`src/design/bmr_pkg.sv`:
```
// Shared definitions for the bitmap line rasterizer: stream layout, codes,
// default sizes and the store sizing function. No dependencies.

package bmr_pkg;

    localparam int IMAGE_SIDE_DEF = 256;
    localparam int COORD_W        = 16;
    localparam int RADDR_W        = 13;
    localparam int DATA_W         = 8;

    localparam int SX_LSB    = 0;
    localparam int SY_LSB    = 16;
    localparam int EX_LSB    = 32;
    localparam int EY_LSB    = 48;
    localparam int RA_LSB    = 64;
    localparam int S_TDATA_W = 80;
    localparam int M_TDATA_W = 16;

    localparam logic FUNC_DRAW = 1'b0;
    localparam logic FUNC_READ = 1'b1;

    localparam int   APB_ADDR_W    = 3;
    localparam logic REG_LANDSCAPE = 1'b0;

    function automatic int store_bytes(input int side);
        return side * ((side + 7) / 8);
    endfunction

    localparam int MEM_DEPTH_DEF = store_bytes(IMAGE_SIDE_DEF);

endpackage

```
`src/design/bmr_engine.sv`:
```
// Control and datapath of the rasterizer: clearing pass, segment setup,
// Bresenham walk with read-modify-write of the store, reads and the result
// register. Depends on bmr_pkg; drives the ports of one bmr_ram.

module bmr_engine import bmr_pkg::*; #(
    parameter int IMAGE_SIDE = IMAGE_SIDE_DEF
) (
    input  logic                                    aclk,
    input  logic                                    aresetn,
    input  logic                                    landscape,
    input  logic                                    s_tvalid,
    output logic                                    s_tready,
    input  logic [S_TDATA_W-1:0]                    s_tdata,
    input  logic [0:0]                              s_tuser,
    output logic                                    m_tvalid,
    input  logic                                    m_tready,
    output logic [M_TDATA_W-1:0]                    m_tdata,
    output logic                                    mem_we,
    output logic [$clog2(store_bytes(IMAGE_SIDE))-1:0] mem_waddr,
    output logic [DATA_W-1:0]                       mem_wdata,
    output logic                                    mem_re,
    output logic [$clog2(store_bytes(IMAGE_SIDE))-1:0] mem_raddr,
    input  logic [DATA_W-1:0]                       mem_rdata
);

    localparam int ROW_BYTES   = (IMAGE_SIDE + 7) / 8;
    localparam int STORE_BYTES = store_bytes(IMAGE_SIDE);
    localparam int AW          = $clog2(STORE_BYTES);
    localparam int CW          = $clog2(IMAGE_SIDE);
    localparam int TW          = CW + 3;
    localparam int COORD_MAX   = IMAGE_SIDE - 1;
    localparam int OUT_PAD     = M_TDATA_W - DATA_W - 1;

    localparam logic [2:0] ST_CLEAR  = 3'd0;
    localparam logic [2:0] ST_IDLE   = 3'd1;
    localparam logic [2:0] ST_SETUP  = 3'd2;
    localparam logic [2:0] ST_PLAN   = 3'd3;
    localparam logic [2:0] ST_WALK   = 3'd4;
    localparam logic [2:0] ST_READ   = 3'd5;
    localparam logic [2:0] ST_FINISH = 3'd6;

    function automatic logic coord_ok(input logic [COORD_W-1:0] v);
        return !v[COORD_W-1] && (v[COORD_W-2:0] <= (COORD_W-1)'(COORD_MAX));
    endfunction

    logic [2:0]          state_reg, state_next;
    logic [AW-1:0]       clr_addr_reg, clr_addr_next;

    logic [COORD_W-1:0]  sx_reg, sy_reg, ex_reg, ey_reg;
    logic [RADDR_W-1:0]  rd_addr_reg;

    logic [COORD_W-1:0]  ax_reg, ay_reg, bx_reg, by_reg;
    logic                lr_reg, bt_reg, inrange_reg;
    logic [COORD_W-1:0]  dx_reg, dy_reg;

    logic                steep_reg, dir_reg;
    logic [CW-1:0]       major_reg, minor_reg, count_reg, cur_x_reg;
    logic [TW-1:0]       test_reg;
    logic [AW-1:0]       row_base_reg;

    logic                p_valid_reg, w_valid_reg;
    logic [AW-1:0]       p_addr_reg, w_addr_reg;
    logic [DATA_W-1:0]   p_mask_reg, w_data_reg;

    logic                res_read_reg, res_ok_reg;
    logic                m_valid_reg, m_valid_next;
    logic [DATA_W-1:0]   m_read_data_reg;
    logic                m_drawn_reg;

    logic                accept;
    logic                out_load;

    logic [COORD_W-1:0]  ax_c, ay_c, bx_c, by_c;
    logic                lr_c, bt_c;
    logic [COORD_W:0]    dx_c, dy_c;

    logic                steep_c, use_a_c, dir_c;
    logic [CW-1:0]       start_x_c, start_y_c, major_c, minor_c;
    logic [TW-1:0]       test_init_c;
    logic [AW-1:0]       row_init_c;

    logic [TW-1:0]       t_step, t_keep;
    logic                t_pos;
    logic [AW-1:0]       pix_addr;
    logic [DATA_W-1:0]   pix_mask;
    logic [DATA_W-1:0]   merged;
    logic                rd_ok;

    assign accept   = (state_reg == ST_IDLE) && s_tvalid;
    assign s_tready = (state_reg == ST_IDLE);
    assign out_load = (state_reg == ST_FINISH) && (!m_valid_reg || m_tready);

    always_comb begin
        ax_c = landscape ? sy_reg : sx_reg;
        ay_c = landscape ? sx_reg : sy_reg;
        bx_c = landscape ? ey_reg : ex_reg;
        by_c = landscape ? ex_reg : ey_reg;
        lr_c = $signed(bx_c) >= $signed(ax_c);
        bt_c = $signed(by_c) >= $signed(ay_c);
        dx_c = lr_c ? ({bx_c[COORD_W-1], bx_c} - {ax_c[COORD_W-1], ax_c})
                    : ({ax_c[COORD_W-1], ax_c} - {bx_c[COORD_W-1], bx_c});
        dy_c = bt_c ? ({by_c[COORD_W-1], by_c} - {ay_c[COORD_W-1], ay_c})
                    : ({ay_c[COORD_W-1], ay_c} - {by_c[COORD_W-1], by_c});
    end

    always_comb begin
        steep_c     = dx_reg < dy_reg;
        use_a_c     = steep_c ? bt_reg : lr_reg;
        dir_c       = steep_c ? (bt_reg ? lr_reg : !lr_reg) : (lr_reg ? bt_reg : !bt_reg);
        start_x_c   = use_a_c ? ax_reg[CW-1:0] : bx_reg[CW-1:0];
        start_y_c   = use_a_c ? ay_reg[CW-1:0] : by_reg[CW-1:0];
        major_c     = steep_c ? dy_reg[CW-1:0] : dx_reg[CW-1:0];
        minor_c     = steep_c ? dx_reg[CW-1:0] : dy_reg[CW-1:0];
        test_init_c = TW'(minor_c) - TW'(major_c >> 1);
        row_init_c  = AW'(start_y_c) * AW'(ROW_BYTES);
    end

    always_comb begin
        t_step   = test_reg + TW'(minor_reg) - TW'(major_reg);
        t_keep   = test_reg + TW'(minor_reg);
        t_pos    = !t_step[TW-1] && (t_step != '0);
        pix_addr = row_base_reg + AW'(cur_x_reg >> 3);
        pix_mask = 8'h80 >> cur_x_reg[2:0];
        rd_ok    = 32'(rd_addr_reg) < STORE_BYTES;
    end

    // The previous write lands in the same cycle as this pixel's read, so
    // a repeat of that byte takes the written value instead of the RAM data.
    assign merged = ((w_valid_reg && (w_addr_reg == p_addr_reg)) ? w_data_reg : mem_rdata)
                    | p_mask_reg;

    always_comb begin
        mem_we    = (state_reg == ST_CLEAR) || p_valid_reg;
        mem_waddr = (state_reg == ST_CLEAR) ? clr_addr_reg : p_addr_reg;
        mem_wdata = (state_reg == ST_CLEAR) ? '0 : merged;
        mem_re    = (state_reg == ST_WALK) || (state_reg == ST_READ);
        mem_raddr = (state_reg == ST_WALK) ? pix_addr : AW'(rd_addr_reg);
    end

    always_comb begin
        state_next    = state_reg;
        clr_addr_next = clr_addr_reg;
        m_valid_next  = m_valid_reg;
        if (m_valid_reg && m_tready) begin
            m_valid_next = 1'b0;
        end
        unique case (state_reg)
            ST_CLEAR: begin
                clr_addr_next = clr_addr_reg + 1'b1;
                if (clr_addr_reg == AW'(STORE_BYTES - 1)) begin
                    state_next = ST_IDLE;
                end
            end
            ST_IDLE: begin
                if (s_tvalid) begin
                    state_next = (s_tuser[0] == FUNC_READ) ? ST_READ : ST_SETUP;
                end
            end
            ST_SETUP: begin
                state_next = ST_PLAN;
            end
            ST_PLAN: begin
                state_next = inrange_reg ? ST_WALK : ST_FINISH;
            end
            ST_WALK: begin
                if (count_reg == '0) begin
                    state_next = ST_FINISH;
                end
            end
            ST_READ: begin
                state_next = ST_FINISH;
            end
            ST_FINISH: begin
                if (out_load) begin
                    m_valid_next = 1'b1;
                    state_next   = ST_IDLE;
                end
            end
            default: begin
                state_next = ST_IDLE;
            end
        endcase
    end

    always_ff @(posedge aclk) begin
        if (!aresetn) begin
            state_reg    <= ST_CLEAR;
            clr_addr_reg <= '0;
            m_valid_reg  <= 1'b0;
            p_valid_reg  <= 1'b0;
            w_valid_reg  <= 1'b0;
        end else begin
            state_reg    <= state_next;
            clr_addr_reg <= clr_addr_next;
            m_valid_reg  <= m_valid_next;
            p_valid_reg  <= (state_reg == ST_WALK);
            w_valid_reg  <= p_valid_reg;
        end
    end

    always_ff @(posedge aclk) begin
        if (accept) begin
            sx_reg       <= s_tdata[SX_LSB +: COORD_W];
            sy_reg       <= s_tdata[SY_LSB +: COORD_W];
            ex_reg       <= s_tdata[EX_LSB +: COORD_W];
            ey_reg       <= s_tdata[EY_LSB +: COORD_W];
            rd_addr_reg  <= s_tdata[RA_LSB +: RADDR_W];
            res_read_reg <= (s_tuser[0] == FUNC_READ);
        end
        if (state_reg == ST_SETUP) begin
            ax_reg      <= ax_c;
            ay_reg      <= ay_c;
            bx_reg      <= bx_c;
            by_reg      <= by_c;
            lr_reg      <= lr_c;
            bt_reg      <= bt_c;
            dx_reg      <= dx_c[COORD_W-1:0];
            dy_reg      <= dy_c[COORD_W-1:0];
            inrange_reg <= coord_ok(ax_c) && coord_ok(ay_c) && coord_ok(bx_c) && coord_ok(by_c);
        end
        if (state_reg == ST_PLAN) begin
            steep_reg    <= steep_c;
            dir_reg      <= dir_c;
            major_reg    <= major_c;
            minor_reg    <= minor_c;
            count_reg    <= major_c;
            test_reg     <= test_init_c;
            cur_x_reg    <= start_x_c;
            row_base_reg <= row_init_c;
            res_ok_reg   <= inrange_reg;
        end
        if (state_reg == ST_READ) begin
            res_ok_reg <= rd_ok;
        end
        if (state_reg == ST_WALK) begin
            p_addr_reg <= pix_addr;
            p_mask_reg <= pix_mask;
            count_reg  <= count_reg - 1'b1;
            test_reg   <= t_pos ? t_step : t_keep;
            if (steep_reg) begin
                row_base_reg <= row_base_reg + AW'(ROW_BYTES);
                if (t_pos) begin
                    cur_x_reg <= dir_reg ? cur_x_reg + 1'b1 : cur_x_reg - 1'b1;
                end
            end else begin
                cur_x_reg <= cur_x_reg + 1'b1;
                if (t_pos) begin
                    row_base_reg <= dir_reg ? row_base_reg + AW'(ROW_BYTES)
                                            : row_base_reg - AW'(ROW_BYTES);
                end
            end
        end
        w_addr_reg <= p_addr_reg;
        w_data_reg <= merged;
        if (out_load) begin
            m_read_data_reg <= (res_read_reg && res_ok_reg) ? mem_rdata : '0;
            m_drawn_reg     <= !res_read_reg && res_ok_reg;
        end
    end

    assign m_tvalid = m_valid_reg;
    assign m_tdata  = {{OUT_PAD{1'b0}}, m_drawn_reg, m_read_data_reg};

endmodule

```
`config.mk`:
```
export PLATFORM = sky130hd
export DESIGN_NAME = bmr_engine
export DESIGN_NICKNAME = d
export VERILOG_FILES = /design/src/design/bmr_pkg.sv /design/src/design/bmr_engine.sv
export SDC_FILE = /design/constraint.sdc
export NUM_CORES = 1
export LEC_CHECK = 0
export CORE_MARGIN = 2
export CORE_UTILIZATION = 45
export CTS_CLUSTER_DIAMETER = 60
export CTS_CLUSTER_SIZE = 40
export DETAILED_ROUTE_END_ITERATION = 16
export DONT_BUFFER_PORTS = 1
export MAX_ROUTING_LAYER = met4
export PLACE_DENSITY_LB_ADDON = 0.08
export SYNTH_ARGS = -nofsm -noshare
export SYNTH_HDL_FRONTEND = slang
export SYNTH_SLANG_ARGS = --single-unit
```
`constraint.sdc`:
```
create_clock -name aclk -period 13.1 [get_ports aclk]
set_input_delay 1.965 -clock aclk [delete_from_list [all_inputs] [get_ports aclk]]
set_output_delay 1.965 -clock aclk [all_outputs]
set_load 0.02 [all_outputs]
```
Word level (Yosys, flattened, before mapping):

Cells that the tools add are included.

* bits in registers: 274
* bits of input ports: 94
* output and inout bits: 54
* logic and storage cells: 144

* $add $sub $neg: 14
* magnitude comparators: 7
* equality and inequality tests: 12
* shift operators: 1
* multiplexer cells: 43
* bitwise operators: 1
* reduce and logical (&&, ||, !) cells: 31

Operator list (count)
* $mux W8: 13
* $mux W16: 6
* $mux W13: 7
* $sub A16 B16 Y16: 4
* $le A15 B8 Y1 const B: 4
* $mux W11: 3
* $ge A16 B16 Y1: 2
* $pmux W3 S7: 1
* $lt A16 B16 Y1: 1
* $sub A8 B1 Y8 const B: 2
* $mux W3: 5
* $logic_and A1 B1 Y1: 14
* $add A13 B1 Y13 const B: 1
* $add A13 B5 Y13: 1
* $add A13 B6 Y13 const B: 1
* $eq A13 B13 Y1: 1
* $eq A13 B13 Y1 const B: 1
* $sub A13 B6 Y13 const B: 1
* $add A11 B8 Y11: 1
* $reduce_bool A11 Y1: 1
* $sub A11 B8 Y11: 1
* $eq A3 B3 Y1 const B: 3
* $logic_not A1 Y1: 9
* $sub A8 B7 Y9: 1
* 14 further kinds: 25

Depth between registers and ports, before layout:

Gate-level depths: netlist (run 1).

* word-level depth: 7
* mapped depth: 20
* mapped depth without buffers: 19

Worst setup path after synthesis (run 1):

Ideal clock, no wire load.

* path kind: in2reg
* start point: input landscape
* end point: register dx_reg[15] (data pin)
* library setup time: 262 ps
* data arrival time: 6362 ps
* required time: 12838 ps
* setup slack: 6477 ps
* stages on the path: 15
* path buffers: 5
* cell sequence: clkbuf_1 -> buf_2 -> buf_1 -> buf_1 -> mux2i_1 -> inv_1 -> ha_1 -> clkbuf_1 -> nand4_1 -> or4_1 -> a41oi_2 -> mux2_2 -> a221oi_1 -> o21ai_1 -> xor2_1

* word-level cells in the longest chain between the ends: 3
* elaborated cells between the ends (all ways): 6
* classes of those cells: 2 x add/sub; 1 x order compare; 3 x mux

Ends and longest elaborated chain
* start, declared: RTL line bmr_engine.sv:10 `input logic landscape,`
* $mux W16 *: RTL line bmr_engine.sv:96 `bx_c = landscape ? ey_reg : ex_reg;`
* via bx_c[5]: RTL line bmr_engine.sv:73 `logic [COORD_W-1:0] ax_c, ay_c, bx_c, by_c;`
* $sub A16 B16 Y16 (tied with other cells): RTL line bmr_engine.sv:101 `: ({ax_c[COORD_W-1], ax_c} - {bx_c[COORD_W-1], bx_c});`
* $mux W16 *: RTL line bmr_engine.sv:100 `dx_c = lr_c ? ({bx_c[COORD_W-1], bx_c} - {ax_c[COORD_W-1], ax_c})`
* via dx_c[15]: RTL line bmr_engine.sv:75 `logic [COORD_W:0] dx_c, dy_c;`
* end signal, assigned: RTL line bmr_engine.sv:217 `dx_reg <= dx_c[COORD_W-1:0];`
* end, declared: RTL line bmr_engine.sv:54 `logic [COORD_W-1:0] dx_reg, dy_reg;`

The timed path passes the listed nets; every way through them passes the cells marked *.
A chain may end at the register's enable or synchronous reset.

Final worst setup path (run 1):

* start point: input landscape
* end point: register dy_reg[15] (data pin)

* word-level cells in the longest chain between the ends: 3
* elaborated cells between the ends (all ways): 6
* classes of those cells: 2 x add/sub; 1 x order compare; 3 x mux

Ends and longest elaborated chain
* $mux W16 *: RTL line bmr_engine.sv:97 `by_c = landscape ? ex_reg : ey_reg;`
* via by_c[4]: RTL line bmr_engine.sv:73
* $sub A16 B16 Y16 (tied with other cells): RTL line bmr_engine.sv:103 `: ({ay_c[COORD_W-1], ay_c} - {by_c[COORD_W-1], by_c});`
* $mux W16 *: RTL line bmr_engine.sv:102 `dy_c = bt_c ? ({by_c[COORD_W-1], by_c} - {ay_c[COORD_W-1], ay_c})`
* via dy_c[15]: RTL line bmr_engine.sv:75
* end signal, assigned: RTL line bmr_engine.sv:218 `dy_reg <= dy_c[COORD_W-1:0];`
* end, declared: RTL line bmr_engine.sv:54

Marked as above.

==> reports/results.ini, run 1 <==
[synth]
count_of_flip_flops_with_a_built_in_enable_after_synthesis = 217
yosys.cell_types.count = 77
netlist_area_um2 = 16600
yosys-top-cells-area = edfxtp_1, ha_1, dfxtp_1
dominantRegCellSynth = edfxtp_1
synth.yosys.seq_area_share_pct = 46.2
yosys_warnings = 0
synth_seq_cells = 274
post-synth-top-area-fraction_pct = 39.3
yosysMostFrequentCell = edfxtp_1
yosys.area_share.xor_xnor_pct = 4.90
synthMuxAreaShare_pct = 8.31
area_share_of_fa_ha_maj_cells_after_synthesis_pct = 9.58
combinational_family_with_the_most_area_after_synthesis = compound AO/OA/AOI/OAI gates
post_synth_most_frequent_cells = edfxtp_1, inv_1, ha_1, nand2_1, mux2i_1
synthDominantAreaCellType = edfxtp_1
synthesized_area_fraction_occupied_by_and_or_nand_nor_cells_pct = 12.4
synth_compound_area_share_pct = 13.4
average_instance_area_after_synthesis_um2 = 10.6
asyncSetResetFlopFracSynth_pct = 0
synthCells = 1558

[setup_path]
cp-end-kind = register
worst-endpoint-required_ns = 13.51
largest_fanout_of_any_net_on_the_critical_path = 64
reg2regPathDepth = 15
worst_setup_path_start_kind = input port
reg2reg_slack_ns = 7.71
worstSetupPathType = in2reg
crit_path_end = dy_reg[15]
worst_setup_path_startpoint = landscape
timing.rr.end = test_reg[3]
timing.rr.start = minor_reg[0]
critical_path_arrival_ns = 6.07

[drt]
first_iter_violations = 716
drt_first_pass_iters = 4
avgViaCountPerCell = 5.63
finalWirelength_mm = 38.2
drt-wirelength-per-cell_um = 18.9
vias = 11400
route.detailed.drc = 0
postRouteAntennaNets = 0

[pwr]
vdd.ir_drop.worst_uv = 119
total_leakage_power_nw = 7.33
power.density_nw_per_um2 = 104
design_power_total_mw = 1.86

[sta]
achievable-frequency_mhz = 177
setup_repair_after_global_routing_missed_its_margin = false
layout_worst_path_cycle_share_pct = 43.2
setup_viol_count_final = 0
clock_skew_ns = 0.0276
timing_max_transition_violations_final = 0
worst_slew_pin_slew_ns = 1.25
timing.final.crit_period_ns = 5.66
hold_violations = 0
timing.setup.tns_ns = 0
finalHoldWorstSlack_ns = 0.424
slew_headroom_pct = 15.9

[cts]
clock-sinks = 274
postCtsHoldBufs = 0
cts_max_level = 1
clock_latency_on_the_worst_skew_pair_ns = 0.57
post_cts_resized = 0
cts_tree = built
worst_setup_hold_path_clk_slew_ns = 0.07
cts_buffers = 29
post_cts_setup_buffer_count = 0
cts-root-to-sink-buffers = 3
clock_root_buffer_master = clkbuf_16

[run_status]
status = complete, no violations

[floorplanning]
io-pin-count = 148
die_w_um = 196
initial_core_util_pct = 45.5
total_die_area_um2 = 38400
die_y_um = 196
core-area_um2 = 36400
std_cell_rows = 70

[cells_and_area]
drive_gt1_share_pct = 7.45
utilization_pct = 49.2
layout-area-overhead-vs-synth_pct = 8.26
num_antenna_cells = 0
design.final.nets = 1751

[place]
portBuffers = 0
detailedPlacementHpwl_mm = 29.3
gp_congestion = 0.881

[grt]
maximum_number_of_pins_on_one_net_before_global_route_repair = 68
grt_pass1_vias = 11000
grt_first_pass_wirelength_mm = 60.1
grt_use_total_pct = 20.4
grt_overflow = 0
antenna_found_initial = 0

[min_path]
worst_min_delay_path_category = reg2reg

[flow_run]
max-cap-violations = 0

per-layer routing:
| metal | wire length [µm] | GRT usage, % |
|---|---|---|
| met5 | 0 | - |
| met4 | 912 | 4.97 |
| met3 | 1370 | 2.30 |
| met2 | 17300 | 31.7 |
| met1 | 18700 | 28.8 |
power by group:
part           total (mW)  internal (mW)  switching (mW)
sequential          0.938          0.937         0.00141
clock               0.826          0.446           0.380
combinational       0.101         0.0401          0.0604
total                1.86           1.42           0.442
through the flow:
stage,cells,cell area [µm²],setup slack (ns)
global route,2026,17900,7.27
detailed placement,1972,17000,6.93
finish,2026,17900,7.44
CTS,2026,17900,7.53
floorplan,1564,16600,6.48
global placement,1972,17000,6.93
layout make-up:
class                   instances  area, µm²
fillers                      3356      18500
flip-flops and latches        274       7660
inverters                     137        514
clock inverters                24        249
clock buffers                  30        729
multi-input cells            1079       8090
repair buffers                 14        105
well taps                     468        586
worst max-delay path, stage by stage:
cell and delay (ns):
mux2i_1 0.33, inv_1 0.12, ha_1 0.40, a21o_1 0.24
a21oi_1 0.28, nand4_1 0.20, a221o_1 0.44, mux2i_4 0.73
mux2i_1 0.49, a31oi_1 0.29, o2111a_1 0.31, nor3_1 0.17
how the worst min path moves through the flow:
stage	depth (start not counted)	slack (ns)	to	startpoint
4_1_cts	0	0.43	w_addr_reg[5]	p_addr_reg[5]
5_1_grt	0	0.44	w_addr_reg[4]	p_addr_reg[4]
3_3_place_gp	0	0.41	w_addr_reg[4]	p_addr_reg[4]
6_report	0	0.42	w_addr_reg[5]	p_addr_reg[5]
3_5_place_dp	0	0.41	w_addr_reg[4]	p_addr_reg[4]
2_1_floorplan	0	0.39	w_addr_reg[0]	p_addr_reg[0]
cell usage in the layout (no fill, tap or decap), types with 15 or more instances in the layout:
| cell type | instances |
|---|---|
| nor3_1 | 26 |
| and3_1 | 23 |
| nand2_1 | 112 |
| mux2i_1 | 108 |
| a21o_1 | 29 |
| ha_1 | 114 |
| edfxtp_1 | 217 |
| nor2b_1 | 39 |
| mux2_2 | 23 |
| nand2b_1 | 15 |
| a21oi_1 | 80 |
| xor2_1 | 31 |
| nand3_1 | 27 |
| xnor2_1 | 58 |
| inv_1 | 135 |
| nor2_1 | 65 |
| o21ai_0 | 58 |
| and2_1 | 18 |
| clkbuf_16 | 29 |
| nand4_1 | 22 |
| dfxtp_1 | 57 |
cell families after synthesis:
| kind of cell | count (synthesis) |
|---|---|
| AOI/OAI and AO/OA | 324 |
| adders and majority gates | 122 |
| muxes | 133 |
| xor gates and xnor gates | 91 |
| DFF | 274 |
| other | 1 |
| buffers and inverters | 211 |
| and+or+nand+nor | 402 |
No activity file was read; power rests on OpenSTA's default activity.
==> run 2, diff against run 1 <==
- clock period: 13.1 -> 4.7 ns (I/O delays scaled with it)
==> reports/results.ini, run 2 (synthesis results as in run 1) <==
[run_status]
status = complete, no violations

[cts]
cts-root-to-sink-buffers = 3  ; unchanged
clock-sinks = 274  ; unchanged
cts_tree = built
clock_latency_on_the_worst_skew_pair_ns = 0.57  ; about the same
clock_root_buffer_master = clkbuf_16
cts_buffers = 29  ; unchanged
cts_max_level = 1  ; unchanged
postCtsHoldBufs = 0  ; unchanged
post_cts_setup_buffer_count = 0  ; unchanged
worst_setup_hold_path_clk_slew_ns = 0.07  ; about the same

[setup_path]
largest_fanout_of_any_net_on_the_critical_path = 10  ; -84%
cp.buffers_inverters = 1  ; unchanged
worstSetupPathType = reg2reg
worst-endpoint-required_ns = 5.15  ; -8.36 ns
reg2reg_slack_ns = 0.28  ; -7.43 ns
critical-path-slowest-cell = or3_1
cp-end-kind = register
critical_path_arrival_ns = 4.88  ; -1.19 ns
path_cells = ha_1 -> fa_1 -> a21o_1 -> a221oi_2 -> xnor2_1 -> ha_1 -> or2_2 -> a221oi_2 -> o21ai_1 -> buf_4 -> xnor2_1 -> or3_1 -> o21ai_4 -> o32ai_1 -> a221o_1
delay_contributed_by_the_slowest_stage_of_the_critical_path_ns = 0.45  ; -0.28 ns
timing.rr.start = minor_reg[0]
worst_setup_path_startpoint = minor_reg[0]
worst_setup_path_start_kind = register
path_delay_family = compound AO/OA/AOI/OAI gates

[grt]
grt_first_pass_wirelength_mm = 60.8  ; +1.2%
antenna_found_initial = 0  ; unchanged
grt_use_total_pct = 20.8  ; +0.34 points
maximum_number_of_pins_on_one_net_before_global_route_repair = 68  ; unchanged
grt_overflow = 0  ; unchanged
grt_pass1_vias = 10900  ; -0.77%

[floorplanning]
die_w_um = 196  ; unchanged
initial_core_util_pct = 45.5  ; unchanged
core-area_um2 = 36400  ; unchanged
die_y_um = 196  ; unchanged
total_die_area_um2 = 38400  ; unchanged
io-pin-count = 148  ; unchanged
std_cell_rows = 70  ; unchanged

[drt]
finalWirelength_mm = 38.8  ; +1.7%
avgViaCountPerCell = 5.53  ; -1.8%
drt-wirelength-per-cell_um = 18.9  ; +0.27%
drt_first_pass_iters = 5  ; +1
postRouteAntennaNets = 0  ; unchanged
vias = 11300  ; -0.43%
first_iter_violations = 685  ; -4.3%
route.detailed.drc = 0  ; unchanged

[sta]
worst_slew_pin_slew_ns = 1.04  ; -0.210 ns
setup_viol_count_final = 0  ; unchanged
timing.final.crit_period_ns = 4.42
timing_max_transition_violations_final = 0  ; unchanged
setup_repair_after_global_routing_missed_its_margin = false
slew_headroom_pct = 29.5  ; +14 points
clock_skew_ns = 0.0168  ; -0.0108 ns
hold_violations = 0  ; unchanged
setup_slack_ns = 0.278  ; -7.16 ns
finalHoldWorstSlack_ns = 0.222  ; -0.202 ns
timing.setup.tns_ns = 0  ; unchanged
layout_worst_path_cycle_share_pct = 94.1
achievable-frequency_mhz = 226

[flow_run]
max-cap-violations = 0  ; unchanged

[pwr]
power.density_nw_per_um2 = 292  ; +180%
total_leakage_power_nw = 7.50  ; +2.3%
vdd.ir_drop.worst_uv = 310  ; +160%

[cells_and_area]
design.final.nets = 1779  ; +1.6%
num_antenna_cells = 0  ; unchanged
drive_gt1_share_pct = 9.02  ; +1.6 points
final_cell_mix = edfxtp_1, inv_1, ha_1, nand2_1, mux2i_1
layout_commonest_cell = edfxtp_1
layout-area-overhead-vs-synth_pct = 9.96
finish.instance_area_um2 = 18200  ; +1.6%
layout.cells.non_filler = 2054  ; +1.4%

[place]
dp_cells = 2000  ; +1.4%
detailedPlacementHpwl_mm = 29.8  ; +1.7%
pre_cts_slack_ns = 0.166  ; -6.76 ns
placed_cell_area_um2 = 17200  ; +1.4%
gp_congestion = 0.861  ; -2.2%
portBuffers = 0  ; unchanged

[min_path]
worst_min_delay_path_category = in2reg
worstHoldStart = s_tdata[42]

[run 2: cell count changes in the layout (fill, tap and decap cells not counted), moves of 2 or more]
| cell | before | now |
|---|---|---|
| inv_6 | 9 | 7 |
| clkinv_8 | 3 | 1 |
| clkbuf_1 | 1 | 5 |
| buf_4 | 14 | 41 |
| clkinv_4 | 2 | 4 |
| bufinv_16 | 1 | 4 |
| clkinvlp_4 | 4 | 0 |
[run 2: path summary, 6_finish.rpt]
path,end,depth (start not counted)
worst max-delay path,row_base_reg[7],15
worst min-delay path,ex_reg[10],0
worst max register to register,row_base_reg[7],15
worst min register to register,w_addr_reg[12],0
[run 2: routing by layer]
| layer | global-route usage, % | vias up | share of wire [%] |
|---|---|---|---|
| met4 | 5.11 | 0 | 2.3 |
| met2 | 32.8 | 241 | 46 |
| met1 | 28.5 | 5373 | 48 |
| li1 | - | 5681 | - |
| met5 | - | - | 0 |
| met3 | 2.85 | 54 | 4.0 |
[run 2: power breakdown]
| group | leakage (nW) | switching (mW) | internal, mW |
|---|---|---|---|
| sequential | 2.44 | 0.00409 | 2.61 |
| clock | 0.495 | 1.03 | 1.39 |
| combinational | 4.57 | 0.169 | 0.118 |
[run 2: timing repair]
| item | 4_1_cts | 5_1_grt |
|---|---|---|
| endpoints found under the hold margin | 0 | 0 |
| gates resized for setup | 0 | 2 |
| setup endpoints to repair | 0 | 14 |
[run 2: layout make-up]
class	instances	area (µm²)
fillers	3337	18200
repair buffers	42	328
clock buffers	34	744
flip-flops and latches	274	7660
inverters	137	514
well taps	468	586
clock inverters	20	267
multi-input cells	1079	8120
[run 2: through the flow]
stage	total power [mW]	util [%]
after floorplan	2.90	-
final	5.33	50.0
after detailed placement	2.95	47.2
after CTS	5.41	50.0
after global routing	5.51	50.0
after global placement	2.95	47.2
